**src/hdl/tls_pkg.sv**
```systemverilog
// ----------------------------------------------------------------------------
// Two-way traffic light sequencer package
// Lamp codes, cycle constants and display enable patterns.
// ----------------------------------------------------------------------------
package tls_pkg;

	typedef enum logic [1:0] {
		LAMP_OFF    = 2'd0,
		LAMP_RED    = 2'd1,
		LAMP_YELLOW = 2'd2,
		LAMP_GREEN  = 2'd3
	} lamp_t;

	localparam logic [5:0] CycleLen  = 6'd38;
	localparam logic [5:0] FirstHalf = 6'd15;

	localparam logic [3:0] StepTicksReset = 4'd2;
	localparam logic [1:0] StepFirst      = 2'd3;

	localparam logic [3:0] EnAuto     = 4'd0;
	localparam logic [3:0] EnToTwo    = 4'd12;
	localparam logic [3:0] EnToOne    = 4'd3;
	localparam logic [3:0] EnSettled  = 4'd15;

endpackage

```
**src/hdl/tls_if.sv**
```systemverilog
// ----------------------------------------------------------------------------
// Two-way traffic light sequencer channels
// Tick channel (switches in) and lamp channel (lamps and display out).
// ----------------------------------------------------------------------------
interface tls_tick_if;
	logic valid;
	logic ready;
	logic mode_switch;
	logic side_switch;

	modport source (output valid, output mode_switch, output side_switch, input ready);
	modport sink   (input valid, input mode_switch, input side_switch, output ready);
endinterface

interface tls_lamp_if;
	logic       valid;
	logic       ready;
	logic [1:0] lamp_one;
	logic [1:0] lamp_two;
	logic [1:0] tens_digit;
	logic [3:0] units_digit;
	logic [3:0] digit_enables;

	modport source (output valid, output lamp_one, output lamp_two, output tens_digit,
		output units_digit, output digit_enables, input ready);
	modport sink   (input valid, input lamp_one, input lamp_two, input tens_digit,
		input units_digit, input digit_enables, output ready);
endinterface

```
**src/hdl/two_way_traffic_light_sequencer_top.sv**
```systemverilog
// Path: input reg, then single-pass next-state decode, then result reg.
// Throughput: one tick transaction per cycle while the lamp channel takes results.
// A stalled result holds while one more tick waits in the input register.
// Reset (arst_n low): automatic mode, cycle start, step time 2 ticks, channels empty.
// ----------------------------------------------------------------------------
// Two-way traffic light sequencer
// Automatic 38-tick cycle with countdown display and sticky manual mode.
// ----------------------------------------------------------------------------
module two_way_traffic_light_sequencer_top (
	input  logic       clk,
	input  logic       arst_n,
	input  logic       cfg_wr_en,
	input  logic [3:0] cfg_wr_data,
	tls_tick_if.sink   tick,
	tls_lamp_if.source lamps
);
	import tls_pkg::*;

	logic       valid_s1;
	logic       mode_s1;
	logic       side_s1;
	logic       advance;

	logic [3:0] step_ticks_q;
	logic       in_manual_q;
	logic [5:0] auto_pos_q;
	logic       manual_side_q;
	logic       manual_busy_q;
	logic [1:0] manual_step_q;
	logic [3:0] step_left_q;

	logic       out_valid_q;
	lamp_t      lamp_one_q;
	lamp_t      lamp_two_q;
	logic [1:0] tens_q;
	logic [3:0] units_q;
	logic [3:0] en_q;

	logic       manual_n;
	logic [5:0] pos;
	logic [5:0] pos_n;
	logic       side_n;
	logic       busy_n;
	logic [1:0] step_n;
	logic [3:0] left_n;
	logic [3:0] reload;
	logic [4:0] count;
	lamp_t      l1;
	lamp_t      l2;
	logic [1:0] tens;
	logic [3:0] units;
	logic [3:0] en;

	assign advance    = !out_valid_q || lamps.ready;
	assign tick.ready = !valid_s1 || advance;

	always_comb begin
		pos      = (auto_pos_q >= CycleLen) ? 6'd0 : auto_pos_q;
		pos_n    = pos;
		manual_n = in_manual_q;
		side_n   = manual_side_q;
		busy_n   = manual_busy_q;
		step_n   = manual_step_q;
		left_n   = step_left_q;
		reload   = (step_ticks_q == 4'd0) ? 4'd1 : step_ticks_q;
		count    = 5'd0;
		l1       = LAMP_RED;
		l2       = LAMP_RED;
		tens     = 2'd0;
		units    = 4'd0;
		en       = EnSettled;
		if (!manual_n && pos == 6'd0 && mode_s1) begin
			manual_n = 1'b1;
			side_n   = side_s1;
			busy_n   = 1'b1;
			step_n   = StepFirst;
			left_n   = reload;
		end
		if (!manual_n) begin
			if (pos < FirstHalf) begin
				count = 5'(FirstHalf - pos);
				l1    = LAMP_RED;
				l2    = (count <= 5'd3) ? LAMP_YELLOW : LAMP_GREEN;
			end else begin
				count = 5'(CycleLen - pos);
				l1    = (count <= 5'd3) ? LAMP_YELLOW : LAMP_GREEN;
				l2    = LAMP_RED;
			end
			if (count >= 5'd20) begin
				tens  = 2'd2;
				units = 4'(count - 5'd20);
			end else if (count >= 5'd10) begin
				tens  = 2'd1;
				units = 4'(count - 5'd10);
			end else begin
				tens  = 2'd0;
				units = count[3:0];
			end
			en    = EnAuto;
			pos_n = (pos + 6'd1 >= CycleLen) ? 6'd0 : pos + 6'd1;
		end else begin
			if (!busy_n && side_s1 != side_n) begin
				side_n = side_s1;
				busy_n = 1'b1;
				step_n = StepFirst;
				left_n = reload;
			end
			if (busy_n) begin
				if (side_n) begin
					l1 = LAMP_YELLOW;
					l2 = LAMP_RED;
					en = EnToTwo;
				end else begin
					l1 = LAMP_RED;
					l2 = LAMP_YELLOW;
					en = EnToOne;
				end
				tens  = 2'd0;
				units = {2'd0, step_n};
				if (left_n <= 4'd1) begin
					if (step_n <= 2'd1) begin
						busy_n = 1'b0;
						left_n = 4'd0;
					end else begin
						step_n = step_n - 2'd1;
						left_n = reload;
					end
				end else begin
					left_n = left_n - 4'd1;
				end
			end else begin
				l1 = side_n ? LAMP_RED : LAMP_GREEN;
				l2 = side_n ? LAMP_GREEN : LAMP_RED;
				en = EnSettled;
			end
		end
	end

	always_ff @(posedge clk or negedge arst_n) begin
		if (!arst_n) begin
			step_ticks_q <= StepTicksReset;
		end else if (cfg_wr_en) begin
			step_ticks_q <= cfg_wr_data;
		end
	end

	always_ff @(posedge clk or negedge arst_n) begin
		if (!arst_n) begin
			valid_s1 <= 1'b0;
		end else if (tick.ready) begin
			valid_s1 <= tick.valid;
		end
	end

	always_ff @(posedge clk) begin
		if (tick.ready && tick.valid) begin
			mode_s1 <= tick.mode_switch;
			side_s1 <= tick.side_switch;
		end
	end

	always_ff @(posedge clk or negedge arst_n) begin
		if (!arst_n) begin
			in_manual_q   <= 1'b0;
			auto_pos_q    <= 6'd0;
			manual_side_q <= 1'b0;
			manual_busy_q <= 1'b1;
			manual_step_q <= StepFirst;
			step_left_q   <= 4'd0;
			out_valid_q   <= 1'b0;
		end else if (advance) begin
			out_valid_q <= valid_s1;
			if (valid_s1) begin
				in_manual_q   <= manual_n;
				auto_pos_q    <= pos_n;
				manual_side_q <= side_n;
				manual_busy_q <= busy_n;
				manual_step_q <= step_n;
				step_left_q   <= left_n;
			end
		end
	end

	always_ff @(posedge clk) begin
		if (advance && valid_s1) begin
			lamp_one_q <= l1;
			lamp_two_q <= l2;
			tens_q     <= tens;
			units_q    <= units;
			en_q       <= en;
		end
	end

	assign lamps.valid         = out_valid_q;
	assign lamps.lamp_one      = lamp_one_q;
	assign lamps.lamp_two      = lamp_two_q;
	assign lamps.tens_digit    = tens_q;
	assign lamps.units_digit   = units_q;
	assign lamps.digit_enables = en_q;

	a_manual_sticky: assert property (@(posedge clk) disable iff (!arst_n)
		in_manual_q |=> in_manual_q)
		else $error("manual mode dropped without reset");

	a_pos_range: assert property (@(posedge clk) disable iff (!arst_n)
		auto_pos_q < CycleLen)
		else $error("auto position out of range");

	a_settle_last_step: assert property (@(posedge clk) disable iff (!arst_n)
		$fell(manual_busy_q) |-> $past(in_manual_q) && $past(step_left_q) <= 4'd1)
		else $error("manual transition ended early");

	a_one_red: assert property (@(posedge clk) disable iff (!arst_n)
		out_valid_q |-> (lamp_one_q == LAMP_RED || lamp_two_q == LAMP_RED))
		else $error("no direction shows red");

endmodule

```
**src/flat_wrapper.sv**
```systemverilog
// flat-port wrapper written by rule: the top's interface ports become plain ports
module two_way_traffic_light_sequencer_top_flat import tls_pkg::*;
  (clk, arst_n, cfg_wr_en, cfg_wr_data, tick_valid, tick_mode_switch, tick_side_switch, tick_ready, lamps_valid, lamps_lamp_one, lamps_lamp_two, lamps_tens_digit, lamps_units_digit, lamps_digit_enables, lamps_ready);
  tls_tick_if tick_i ();
  tls_lamp_if lamps_i ();
  input  logic clk;
  input  logic arst_n;
  input  logic cfg_wr_en;
  input  logic [3:0] cfg_wr_data;
  input wire logic [$bits(tick_i.valid)-1:0] tick_valid;
  input wire logic [$bits(tick_i.mode_switch)-1:0] tick_mode_switch;
  input wire logic [$bits(tick_i.side_switch)-1:0] tick_side_switch;
  output wire logic [$bits(tick_i.ready)-1:0] tick_ready;
  output wire logic [$bits(lamps_i.valid)-1:0] lamps_valid;
  output wire logic [$bits(lamps_i.lamp_one)-1:0] lamps_lamp_one;
  output wire logic [$bits(lamps_i.lamp_two)-1:0] lamps_lamp_two;
  output wire logic [$bits(lamps_i.tens_digit)-1:0] lamps_tens_digit;
  output wire logic [$bits(lamps_i.units_digit)-1:0] lamps_units_digit;
  output wire logic [$bits(lamps_i.digit_enables)-1:0] lamps_digit_enables;
  input wire logic [$bits(lamps_i.ready)-1:0] lamps_ready;
  assign tick_i.valid = tick_valid;
  assign tick_i.mode_switch = tick_mode_switch;
  assign tick_i.side_switch = tick_side_switch;
  assign tick_ready = tick_i.ready;
  assign lamps_valid = lamps_i.valid;
  assign lamps_lamp_one = lamps_i.lamp_one;
  assign lamps_lamp_two = lamps_i.lamp_two;
  assign lamps_tens_digit = lamps_i.tens_digit;
  assign lamps_units_digit = lamps_i.units_digit;
  assign lamps_digit_enables = lamps_i.digit_enables;
  assign lamps_i.ready = lamps_ready;
  two_way_traffic_light_sequencer_top u_core (.clk(clk), .arst_n(arst_n), .cfg_wr_en(cfg_wr_en), .cfg_wr_data(cfg_wr_data), .tick(tick_i), .lamps(lamps_i));
endmodule
```
**config.mk**
```make
export PLATFORM = sky130hd
export DESIGN_NAME = two_way_traffic_light_sequencer_top_flat
export DESIGN_NICKNAME = d
export VERILOG_FILES = /design/src/hdl/tls_pkg.sv /design/src/hdl/tls_if.sv /design/src/hdl/two_way_traffic_light_sequencer_top.sv /design/src/flat_wrapper.sv
export SDC_FILE = /design/constraint.sdc
export NUM_CORES = 1
export LEC_CHECK = 0
export BUFFER_PORTS_ARGS = -buffer_cell sky130_fd_sc_hd__buf_2
export CAP_MARGIN = 20
export CORE_MARGIN = 2
export CORE_UTILIZATION = 39
export DETAILED_ROUTE_END_ITERATION = 10
export SLEW_MARGIN = 30
export SYNTH_ARGS = -nofsm -noshare
export SYNTH_HDL_FRONTEND = slang
export SYNTH_SLANG_ARGS = --single-unit
```
**constraint.sdc**
```tcl
create_clock -name clk -period 3.39 [get_ports clk]
set_input_delay 0.339 -clock clk [delete_from_list [all_inputs] [get_ports clk]]
set_output_delay 0.339 -clock clk [all_outputs]
set_load 0.01 [all_outputs]
```
After elaboration in Yosys (flattened, before gate mapping)
Cells that the tools add are included.

Add/sub/neg operators: 7. Magnitude comparators: 9. Equality and inequality tests: 1. Muxes and demuxes: 52. Reduce and logical (&&, ||, !) cells: 15.

Operator list (count): $mux W4 (13); $mux W2 (19); $mux W6 (3); $mux W1 (15); $ge A6 B6 Y1 const B (2); $le A5 B2 Y1 const B (2); $mux W5 (2); $add A6 B1 Y6 const B (1); $logic_not A6 Y1 (1); $lt A6 B4 Y1 const B (1); $ge A5 B4 Y1 const B (1); $ge A5 B5 Y1 const B (1); $logic_and A1 B1 Y1 (5); $sub A3 B5 Y5 const A (1); $sub A4 B5 Y5 const A (1); $le A4 B1 Y1 const B (1); $logic_not A1 Y1 (4); $logic_not A4 Y1 (1); $sub A4 B1 Y4 const B (1); $sub A4 B3 Y4 const B (1); $sub A4 B4 Y4 const B (1); $le A2 B1 Y1 const B (1); $logic_or A1 B1 Y1 (2); $reduce_and A2 Y1 (1); other kinds (3) (3).

Bits in registers: 37. Bits of input ports: 11. Output and inout port bits: 16. Word-level logic and storage cells: 101.

Logic depth before layout (Yosys ltp)
Gate-level depths: netlist (run 1).

Depth after elaboration: 15. Gate-level depth with buffers: 17. Gate-level depth less buffers: 15.

Least setup slack after synthesis (run 1)
No wires, ideal clock.

Kind: register to register. Start: register u_core.auto_pos_q[5]. End: register u_core.units_q[1], in the netlist u_core.lamps.units_digit[1], data pin. Library setup time: 0.256 ns. Data arrival time: 3.058 ns. Required time: 3.134 ns. Slack: 0.076 ns. Stages on the path, launching flop included: 15. Path buffers: 3. Clock period less this slack: 3.314 ns. Cell sequence: dfrtp_1 buf_2 clkbuf_1 nand2_1 nand2_1 inv_1 ha_1 buf_2 a31oi_2 mux2i_1 o22ai_1 ha_1 nand3b_1 or3_1 o211a_1.

Word-level cells in the longest chain between the ends: 12. Elaborated cells on any way between the ends: 29. Classes of those cells: add/sub: 4; order compare: 4; eq/ne: 1; mux: 15; reduce/logical: 5.

Ends and longest elaborated chain: from (decl) (line two_way_traffic_light_sequencer_top.sv:26) `logic [5:0] auto_pos_q;`; from (signal assigned) (line two_way_traffic_light_sequencer_top.sv:175) `auto_pos_q <= pos_n;`; $ge A6 B6 Y1 (line two_way_traffic_light_sequencer_top.sv:58) `pos = (auto_pos_q >= CycleLen) ? 6'd0 : auto_pos_q;`; $mux W6 * (line two_way_traffic_light_sequencer_top.sv:58); parallel branches: the longest is 9 deep, another holds $sub A3 B5 Y5; $mux W4 * (line two_way_traffic_light_sequencer_top.sv:79) `if (!manual_n) begin`; named net u_core.units[1] (line two_way_traffic_light_sequencer_top.sv:51) `logic [3:0] units;`; to (signal assigned) (line two_way_traffic_light_sequencer_top.sv:189) `units_q <= units;`; to (decl) (line two_way_traffic_light_sequencer_top.sv:36) `logic [3:0] units_q;`.

Mark *: on every way through the listed nets, which the timed path passes. The select of a mux whose other input is x is not followed. A chain may end at the register's enable or synchronous reset.

Worst setup path in the final report (run 1)
Start: register u_core.auto_pos_q[2]. End: register u_core.units_q[1], in the netlist u_core.lamps.units_digit[1], data pin.

The elaborated chain is that of the path after synthesis.

==> reports/qor.txt, run 1 <==
#FFs+latches synth: 35
area of the multi-input gates: 0.00146 sq mm
layout overhead on the synthesized area: 12.8%
CP max FO: 11
Storage cell area: 951 sq um
initial core utilization: 0.403
crit path DAT: 3240 ps
Vias: 2206
Final Hold Viols: 0
sequential share of the synthesized area: 0.369
Cell Chain, Critical Path: a211o_4, nand2_1, nand2_1, inv_1, ha_2, a31oi_2, mux2i_1, o22ai_1, ha_1, nand3b_1, or3_1, o211a_1
critical path required time: 3440 ps
max-slew violations: 0
Placed Area: 0.00279 sq mm
critical path class: register to register
max_cap viols: 0
Worst Path Buf+Inv: 1
Routed WL: 5.89 mm
crit path launch type: register
area of the core: 0.00639 sq mm
gpl congestion: 0.898
# Post-CTS Setup Buffers: 0
worst slew pin tran: 803 ps
Post-Layout Cell Count: 380
post-DP HPWL: 4.29 mm
most frequent CP cell: nand2_1
Fillers: 618
Die Ht: 85.3 um
TritonRoute pass-1 iters: 4
RSZ-0062 raised after global routing: no
Final Power: 2.51 mW
Main synth FF type: dfrtp_1
Final setup viols: 0
io pins: 27
TritonCTS Buffers: 5
first-pass GRT wire length: 10.2 mm
number of flops mapped to enable cells by yosys: 14
clock sink count: 35
Largest delay share family, worst path: compound AO/OA/AOI/OAI gates
wire per inst: 15.5 um
root buffer selected by CTS: clkbuf_8
Yosys cell types: 73
area share of the largest cell type after synthesis: 0.165
f_max: 0.313 GHz
port bufs: 26
class of the worst hold path: input pin to async pin
DRC Markers: 0
nets@finish: 323
die footprint: 0.00727 sq mm
Final ANT Viol Nets: 0
largest net degree at the start of global routing: 22
Ys Warns: 0
status: complete, no violations
Leak Pwr: 1.18 nW
grt ovf: 0
largest area contributor in the netlist: dfrtp_1
initial antenna violation count: 0
slowest CP cell: dfrtp_1
Crit path largest cell delay: 400 ps
Power Density: 864 mW/mm^2
Syn Area/Cell: 9.40 sq um
fin crit share: 0.943
Setup TNS: 0 ps
vias per std cell: 5.81
CTS H-tree lvls: 2
synthesized netlist cell count: 274
fraction of registers with async set/reset: 0.600
Reg clk slew, reported paths: 70 ps
fraction of layout cells with a size suffix above 1: 0.234
# rows: 29
# hold bufs at CTS: 0
cell count after placement: 372
Final min period: 3200 ps
relative max-transition margin: 0.451
number of DRC markers in iteration 0: 238
CP endpoint kind: register
Clk Latency, worst-skew pair: 290 ps
CTS tree: built
Mapped Area: 0.00258 sq mm
Tot GR Track Use: 0.175
Max VDD drop: 438 uV
Die Span X: 85.3 um
vias in the first global route: 2042
clk_skew: 5.63 ps
diode count: 0
Syn Nets: 295
Bufs on Longest Clock Path: 2
final instance area: 0.00291 sq mm
Synth area leaders: dfrtp_1 17%, edfxtp_1 16%, ha_1 4.9%, dfstp_2 4.1%, nand2_1 2.9%
registers in the layout, summed over array words and instances, names as in the netlist:
register,cells
u_core.manual_busy_q,1
u_core.lamps.lamp_two,2
u_core.auto_pos_q,6
u_core.lamps.lamp_one,2
u_core.lamps.units_digit,4
u_core.step_left_q,4
u_core.valid_s1,1
u_core.lamps.digit_enables,2
u_core.lamps.tens_digit,2
u_core.in_manual_q,1
u_core.lamps.valid,1
u_core.manual_step_q,2
u_core.step_ticks_q,4
u_core.side_s1,1
u_core.manual_side_q,1
u_core.mode_s1,1
cell usage after synthesis, drive strengths merged (4+ instances only):
| library cell | instances |
|---|---|
| xnor2 | 4 |
| a21oi | 15 |
| dfrtp | 17 |
| ha | 10 |
| edfxtp | 14 |
| nand2 | 20 |
| dfstp | 4 |
| nand2b | 5 |
| mux2 | 6 |
| clkbuf | 5 |
| buf | 12 |
| nor2 | 19 |
| inv | 16 |
| o21ai | 15 |
| nor2b | 4 |
| a211oi | 4 |
| a31oi | 6 |
| nor3 | 8 |
| o22ai | 6 |
| mux2i | 4 |
| nand3 | 7 |
where the power goes:
part / total, mW / switching (mW) / internal, mW
clock network: 0.377 / 0.158 / 0.219
logic: 1.40 / 0.811 / 0.592
registers: 0.733 / 0.114 / 0.619
total: 2.51 / 1.08 / 1.43
what timing repair did:
action | 4_1_cts | 5_1_grt
endpoints found under the setup margin | 0 | 5
endpoints found under the hold margin | 0 | 0
resized for setup | 0 | 2
cell usage in the layout, fill, tap and decap left out, drive strengths merged, types with 4 or more instances in the layout:
cell type  instances
ha                10
mux2               6
a21oi             15
dfstp              4
nor3               8
dfrtp             17
edfxtp            14
inv               16
o22ai              6
mux2i              4
nand3              7
a31oi              6
o21ai             15
clkbuf             5
a211oi             4
nor2              19
nand2             20
xnor2              4
nor2b              4
nand2b             5
buf               38
kinds of logic after synthesis:
group | count (synthesis) | share of synthesized area
compound gates | 94 | 0.283
xor+xnor | 5 | 0.0170
fa+ha+maj | 10 | 0.0486
buf+inv | 34 | 0.0641
flops | 35 | 0.369
mux | 10 | 0.0432
simple gates | 86 | 0.175
cell type report:
| cell class | instances | share of cell area |
|---|---|---|
| Clock buffer | 5 | 0.0237 |
| Clock inverter | 3 | 0.0151 |
| Inverter | 17 | 0.0220 |
| Multi-Input combinational cell | 205 | 0.503 |
| Sequential cell | 35 | 0.327 |
| Tap cell | 77 | 0.0331 |
| Timing Repair Buffer | 38 | 0.0758 |
worst register-to-register path: cells and delay by family (launching register included):
kind	cells	cell delay, ps
multiplexers	1	170
adder cells (fa/ha/maj)	2	560
buffers and inverters	1	100
AND/OR/NAND/NOR	4	840
AO/OA/AOI/OAI	4	890
flip-flops	1	400
through the flow:
| step | hold WS [ps] | util | setup WS [ps] |
|---|---|---|---|
| after floorplan | 43.4 | - | 76.5 |
| after CTS | 20.2 | 0.455 | 118 |
| after global placement | 334 | 0.437 | 183 |
| after detailed placement | 343 | 0.437 | 154 |
| final | 7.78 | 0.455 | 194 |
| after global routing | 25.2 | 0.455 | 24.5 |
routing by layer:
| metal | up-vias | part of all wire | global-route usage |
|---|---|---|---|
| met3 | 10 | 0.062 | 0.0370 |
| met4 | 0 | 0.016 | 0.0592 |
| met2 | 79 | 0.45 | 0.257 |
| li1 | 1090 | - | - |
| met1 | 1027 | 0.47 | 0.254 |
| met5 | - | 0 | 0 |
worst paths after layout:
kind / from / endpoint / slack [ps] / cells past startpoint
hold reg to reg: u_core.valid_s1 / u_core.lamps.valid / 500 / 1
hold / removal: arst_n / u_core.auto_pos_q[3] / 8 / 1
max in group asynchronous: arst_n / u_core.manual_busy_q / 3020 / 1
min in group clk: tick_mode_switch / u_core.mode_s1 / 220 / 1
setup reg to reg: u_core.auto_pos_q[2] / u_core.lamps.units_digit[1] / 190 / 12
setup / recovery: u_core.auto_pos_q[2] / u_core.lamps.units_digit[1] / 190 / 12
Note: power is estimated with default switching activity, not from simulation.
==> run 2, diff against run 1 <==
CORE_MARGIN = 5   (was 2)
==> run 2 against run 1 <==
- routed wire length increased by 1.7%
- count of clock-buffer cells in the layout rose by 2
- design area increased by 0.56%
- largest cell class unchanged
- setup slack improved by 74 ps
- highest routed layer unchanged
==> reports/qor.txt, run 2 (synthesis gave the netlist of run 1 again) <==
status: complete, no violations
vias in the first global route: 2094 (+2.5%)
Max VDD drop: 441 uV (+0.72%)
crit path DAT: 3160 ps (-80 ps)
Final Hold Viols: 0 (unchanged)
Worst Path Buf+Inv: 1 (unchanged)
TritonRoute pass-1 iters: 4 (unchanged)
fin util: 0.458 (+0.00255)
Largest register FFs: 6 (unchanged)
Final Power: 2.52 mW (+0.24%)
gpl congestion: 0.913 (+1.6%)
class of the worst hold path: input pin to async pin
die footprint: 0.00833 sq mm (+15%)
Bufs on Longest Clock Path: 2 (unchanged)
# Post-CTS Setup Buffers: 0 (unchanged)
Crit path largest cell delay: 390 ps (about the same)
fraction of layout cells with a size suffix above 1: 0.238 (+0.00330)
clk_skew: 5.98 ps (+0.349 ps)
R2R Path End: u_core.lamps.units_digit[1]
DRC Markers: 0 (unchanged)
clock sink count: 35 (unchanged)
f_max: 0.320 GHz (+2.4%)
number of DRC markers in iteration 0: 217 (-8.8%)
Routed WL: 5.99 mm (+1.7%)
worst slew pin tran: 767 ps (-36.0 ps)
Final setup viols: 0 (unchanged)
wire per inst: 15.8 um (+1.7%)
critical path class: register to register
Final ANT Viol Nets: 0 (unchanged)
critical path required time: 3430 ps (about the same)
first-pass GRT wire length: 10.2 mm (+0.89%)
CTS H-tree lvls: 2 (unchanged)
CP endpoint kind: register
max_cap viols: 0 (unchanged)
Power Density: 862 mW/mm^2 (-0.32%)
initial core utilization: 0.403 (unchanged)
max-slew violations: 0 (unchanged)
Storage cell area: 951 sq um (unchanged)
critical path depth: 12 (unchanged)
post-DP HPWL: 4.40 mm (+2.5%)
slowest CP cell: dfrtp_1
Die Ht: 91.3 um (+7.0%)
# rows: 29 (unchanged)
CTS tree: built
Cell Chain, Critical Path: a211o_4, nand2_1, nand2_1, inv_1, ha_4, a31oi_2, mux2i_1, o22ai_2, ha_1, nand3b_1, or3_1, o211a_1
commonest cells after routing, fill and taps aside: 26 x buf_2, 20 x nand2_1, 19 x nor2_1, 17 x dfrtp_1, 15 x inv_1
Fillers: 616 (-0.32%)
fin crit share: 0.921 (-0.0218)
root buffer selected by CTS: clkbuf_8
Vias: 2220 (+0.63%)
Die Span X: 91.3 um (+7.0%)
area of the core: 0.00639 sq mm (unchanged)
layout overhead on the synthesized area: 13.5%
FF-to-FF path depth: 12 (unchanged)
reg-to-reg critical path startpoint: u_core.auto_pos_q[2]
CP max FO: 11 (unchanged)
commonest non-fill, non-tap cell in the layout: buf_2
crit path launch type: register
relative max-transition margin: 0.475 (+0.0246)
nets@finish: 323 (unchanged)
most frequent CP cell: nand2_1
area of the multi-input gates: 0.00148 sq mm (+1.1%)
Setup crit end: u_core.lamps.units_digit[1]
Reg2Reg Setup Slack: 270 ps (+70 ps)
vias per std cell: 5.84 (+0.63%)
largest net degree at the start of global routing: 22 (unchanged)
Clk Latency, worst-skew pair: 280 ps (about the same)
initial antenna violation count: 0 (unchanged)
grt ovf: 0 (unchanged)
Leak Pwr: 1.19 nW (+0.35%)
Largest delay share family, worst path: compound AO/OA/AOI/OAI gates
port bufs: 26 (unchanged)
Tot GR Track Use: 0.148 (-0.0271)
diode count: 0 (unchanged)
io pins: 27 (unchanged)
Final min period: 3120 ps (-74.1 ps)
Reg clk slew, reported paths: 70 ps (about the same)
Worst Setup SP: u_core.auto_pos_q[2]
largest reg by FF count: u_core.auto_pos_q
TritonCTS Buffers: 5 (unchanged)
run 2: worst min path at each step:
stage / endpoint / slack (ps) / cells past startpoint
floorplan: u_core.auto_pos_q[0] / 40 / 0
global placement: u_core.auto_pos_q[4] / 330 / 1
detailed placement: u_core.auto_pos_q[4] / 330 / 1
CTS: u_core.in_manual_q / 30 / 1
global route: u_core.auto_pos_q[4] / 30 / 1
finish: u_core.auto_pos_q[1] / 10 / 1
run 2: area by class of cell:
cell class / count / share of cell area
Clock inverter: 1 / 0.00171
Sequential cell: 35 / 0.325
Tap cell: 77 / 0.0330
Multi-Input combinational cell: 205 / 0.506
Clock buffer: 7 / 0.0368
Timing Repair Buffer: 38 / 0.0753
Inverter: 17 / 0.0218
run 2: what timing repair did:
item	4_1_cts	5_1_grt
setup endpoints to repair	0	3
resized for setup	0	4
hold endpoints to repair	0	0
hold buffers	0	0
run 2: routing by layer:
layer | track usage | vias to the layer above | routed length, um | share of wire
met2 | 0.227 | 64 | 2640 | 0.44
met5 | 0 | - | 0 | 0
met1 | 0.207 | 1053 | 2960 | 0.49
met3 | 0.0347 | 8 | 324 | 0.054
li1 | - | 1095 | - | -
met4 | 0.0403 | 0 | 74 | 0.012
run 2: power breakdown:
part           internal, mW  leakage, nW  switching (mW)  total [mW]
sequential            0.619        0.381           0.113       0.733
combinational         0.601        0.747           0.827        1.43
clock                 0.208       0.0594           0.150       0.358
total                  1.43         1.19            1.09        2.52
run 2: per-stage QoR:
stage	worst slack, ps	TNS [ps]	std cells	hold WS [ps]	cell area [sq um]
2_1_floorplan	76.5	0	274	43.4	2580
3_3_place_gp	191	0	372	334	2790
3_5_place_dp	125	0	372	332	2790
4_1_cts	103	0	380	25.1	2900
5_1_grt	-6.31	-6.31	380	26.6	2920
6_report	268	0	380	10.9	2920
==> run 3, diff against run 2 <==
clock period = 3.38 ns   (was 3.39 ns; I/O delays follow)
==> run 3 against run 2 <==
- critical path depth unchanged
- non-clock buffer count unchanged
- power increased by 0.30%
- register-to-register slack hardly changed
- first-iteration DRC count is the same
- routed wire length is the same
- worst hold slack worse by 1.0 ps
- clock power about the same
- count of clock-buffer cells in the layout unchanged
- sequential cell count stayed put
==> reports/qor.txt, run 3 (synthesis gave the netlist of run 1 again) <==
Final min period: 3120 ps (unchanged)
largest reg by FF count: u_core.auto_pos_q
port bufs: 26 (unchanged)
Fillers: 616 (unchanged)
share of power burned in combinational logic: 0.567 (about the same)
Final setup viols: 0 (unchanged)
fin crit share: 0.924 (+0.00272)
GR peak layer: met2
Die Span X: 91.3 um (unchanged)
# rows: 29 (unchanged)
net switching power: 1.09 mW (+0.30%)
clock network power share: 0.142 (about the same)
io pins: 27 (unchanged)
Storage cell area: 951 sq um (unchanged)
Largest register FFs: 6 (unchanged)
final instance area: 0.00292 sq mm (unchanged)
gpl congestion: 0.913 (unchanged)
Routed WL: 5.99 mm (unchanged)
Vias: 2220 (unchanged)
met3 usage: 0.0347 (unchanged)
Reg2Reg Setup Slack: 260 ps (about the same)
root buffer selected by CTS: clkbuf_8
grt ovf: 0 (unchanged)
initial core utilization: 0.403 (unchanged)
wire per inst: 15.8 um (unchanged)
fraction of layout cells with a size suffix above 1: 0.238 (unchanged)
Max VDD drop: 442 uV (+0.30%)
Tot GR Track Use: 0.148 (unchanged)
DRC Markers: 0 (unchanged)
GRT met1 Usage: 0.207 (unchanged)
commonest cells after routing, fill and taps aside: 26 x buf_2, 20 x nand2_1, 19 x nor2_1, 17 x dfrtp_1, 15 x inv_1
critical path class: register to register
switching share of total power: 0.433 (about the same)
CP max FO: 11 (unchanged)
worst hold margin: 9.86 ps (-1.00 ps)
commonest non-fill, non-tap cell in the layout: buf_2
clk_skew: 5.98 ps (unchanged)
diode count: 0 (unchanged)
nets@finish: 323 (unchanged)
RSZ-0062 raised after global routing: yes
post-DP HPWL: 4.40 mm (unchanged)
area of the multi-input gates: 0.00148 sq mm (unchanged)
layout overhead on the synthesized area: 13.5% (unchanged)
CTS H-tree lvls: 2 (unchanged)
crit path launch type: register
Final Hold Viols: 0 (unchanged)
TritonCTS Buffers: 5 (unchanged)
initial antenna violation count: 0 (unchanged)
routing usage on met2: 0.227 (unchanged)
Final ANT Viol Nets: 0 (unchanged)
Bufs on Longest Clock Path: 2 (unchanged)
Final Power: 2.53 mW (+0.30%)
Int Pwr: 1.43 mW (+0.30%)
max_cap viols: 0 (unchanged)
# Post-CTS Setup Buffers: 0 (unchanged)
Placed Area: 0.00279 sq mm (unchanged)
first-pass GRT wire length: 10.2 mm (unchanged)
Die Ht: 91.3 um (unchanged)
die footprint: 0.00833 sq mm (unchanged)
area of the core: 0.00639 sq mm (unchanged)
critical path required time: 3420 ps (about the same)
CP endpoint kind: register
clock sink count: 35 (unchanged)
crit path DAT: 3160 ps (about the same)
TritonRoute pass-1 iters: 4 (unchanged)
CTS tree: built
class of the worst hold path: input pin to async pin
sequential power share: 0.291 (about the same)
largest net degree at the start of global routing: 22 (unchanged)
worst slew pin tran: 767 ps (unchanged)
vias per std cell: 5.84 (unchanged)
Power Density: 864 mW/mm^2 (+0.30%)
number of DRC markers in iteration 0: 217 (unchanged)
Leak Pwr: 1.19 nW (unchanged)
status: complete, no violations
Reg clk slew, reported paths: 70 ps (about the same)
Clk Latency, worst-skew pair: 280 ps (about the same)
vias in the first global route: 2094 (unchanged)
max-slew violations: 0 (unchanged)
f_max: 0.320 GHz (unchanged)
relative max-transition margin: 0.475 (unchanged)
[run 3: cell counts in the layout (fill, tap and decap cells not counted)]
Identical to the previous run, type by type.
[run 3: worst max-delay path, stage by stage, from the launching register on]
cell and delay [ps]:
dfrtp_1 390, a211o_4 340, nand2_1 130, nand2_1 90, inv_1 150, ha_4 220
a31oi_2 130, mux2i_1 200, o22ai_2 160, ha_1 250, nand3b_1 250, or3_1 350
o211a_1 210
[run 3: layout make-up]
class                      instances  area share
multi-input combinational        205       0.506
sequential                        35       0.325
timing repair buffer              38      0.0753
clock buffer                       7      0.0368
tap                               77      0.0330
inverter                          17      0.0218
clock inverter                     1     0.00171
[run 3: worst paths after layout]
kind	from	endpoint	cells after the start
setup / recovery	u_core.auto_pos_q[2]	u_core.lamps.units_digit[1]	12
hold / removal	arst_n	u_core.auto_pos_q[1]	1
setup reg to reg	u_core.auto_pos_q[2]	u_core.lamps.units_digit[1]	12
hold reg to reg	u_core.valid_s1	u_core.lamps.valid	1
max in group asynchronous	arst_n	u_core.manual_step_q[0]	1
min in group clk	tick_mode_switch	u_core.mode_s1	1
[run 3: layer usage]
| metal | part of all wire | up-vias |
|---|---|---|
| met1 | 0.49 | 1053 |
| met4 | 0.012 | 0 |
| met3 | 0.054 | 8 |
| met5 | 0 | - |
| met2 | 0.44 | 64 |
| li1 | - | 1095 |
[run 3: metrics by stage]
stage / util / instances / TNS, ps / worst slack, ps
5_1_grt: 0.458 / 380 / -16.3 / -16.3
2_1_floorplan: - / 274 / 0 / 66.5
4_1_cts: 0.455 / 380 / 0 / 93.4
3_5_place_dp: 0.437 / 372 / 0 / 115
6_report: 0.458 / 380 / 0 / 258
3_3_place_gp: 0.437 / 372 / 0 / 181
[run 3: repair_timing]
action                     in CTS  in global routing
setup endpoints to repair       0                  4
hold buffers                    0                  0
gates resized for setup         0                  4
[run 3: power groups by stage]
| stage | logic, mW | registers [mW] | clock network (mW) |
|---|---|---|---|
| after floorplan | 1.08 | 0.728 | 0 |
| after global placement | 1.39 | 0.739 | 0 |
| after detailed placement | 1.38 | 0.742 | 0 |
| after CTS | 1.40 | 0.735 | 0.370 |
| after global routing | 1.60 | 0.754 | 0.392 |
| final | 1.43 | 0.735 | 0.359 |
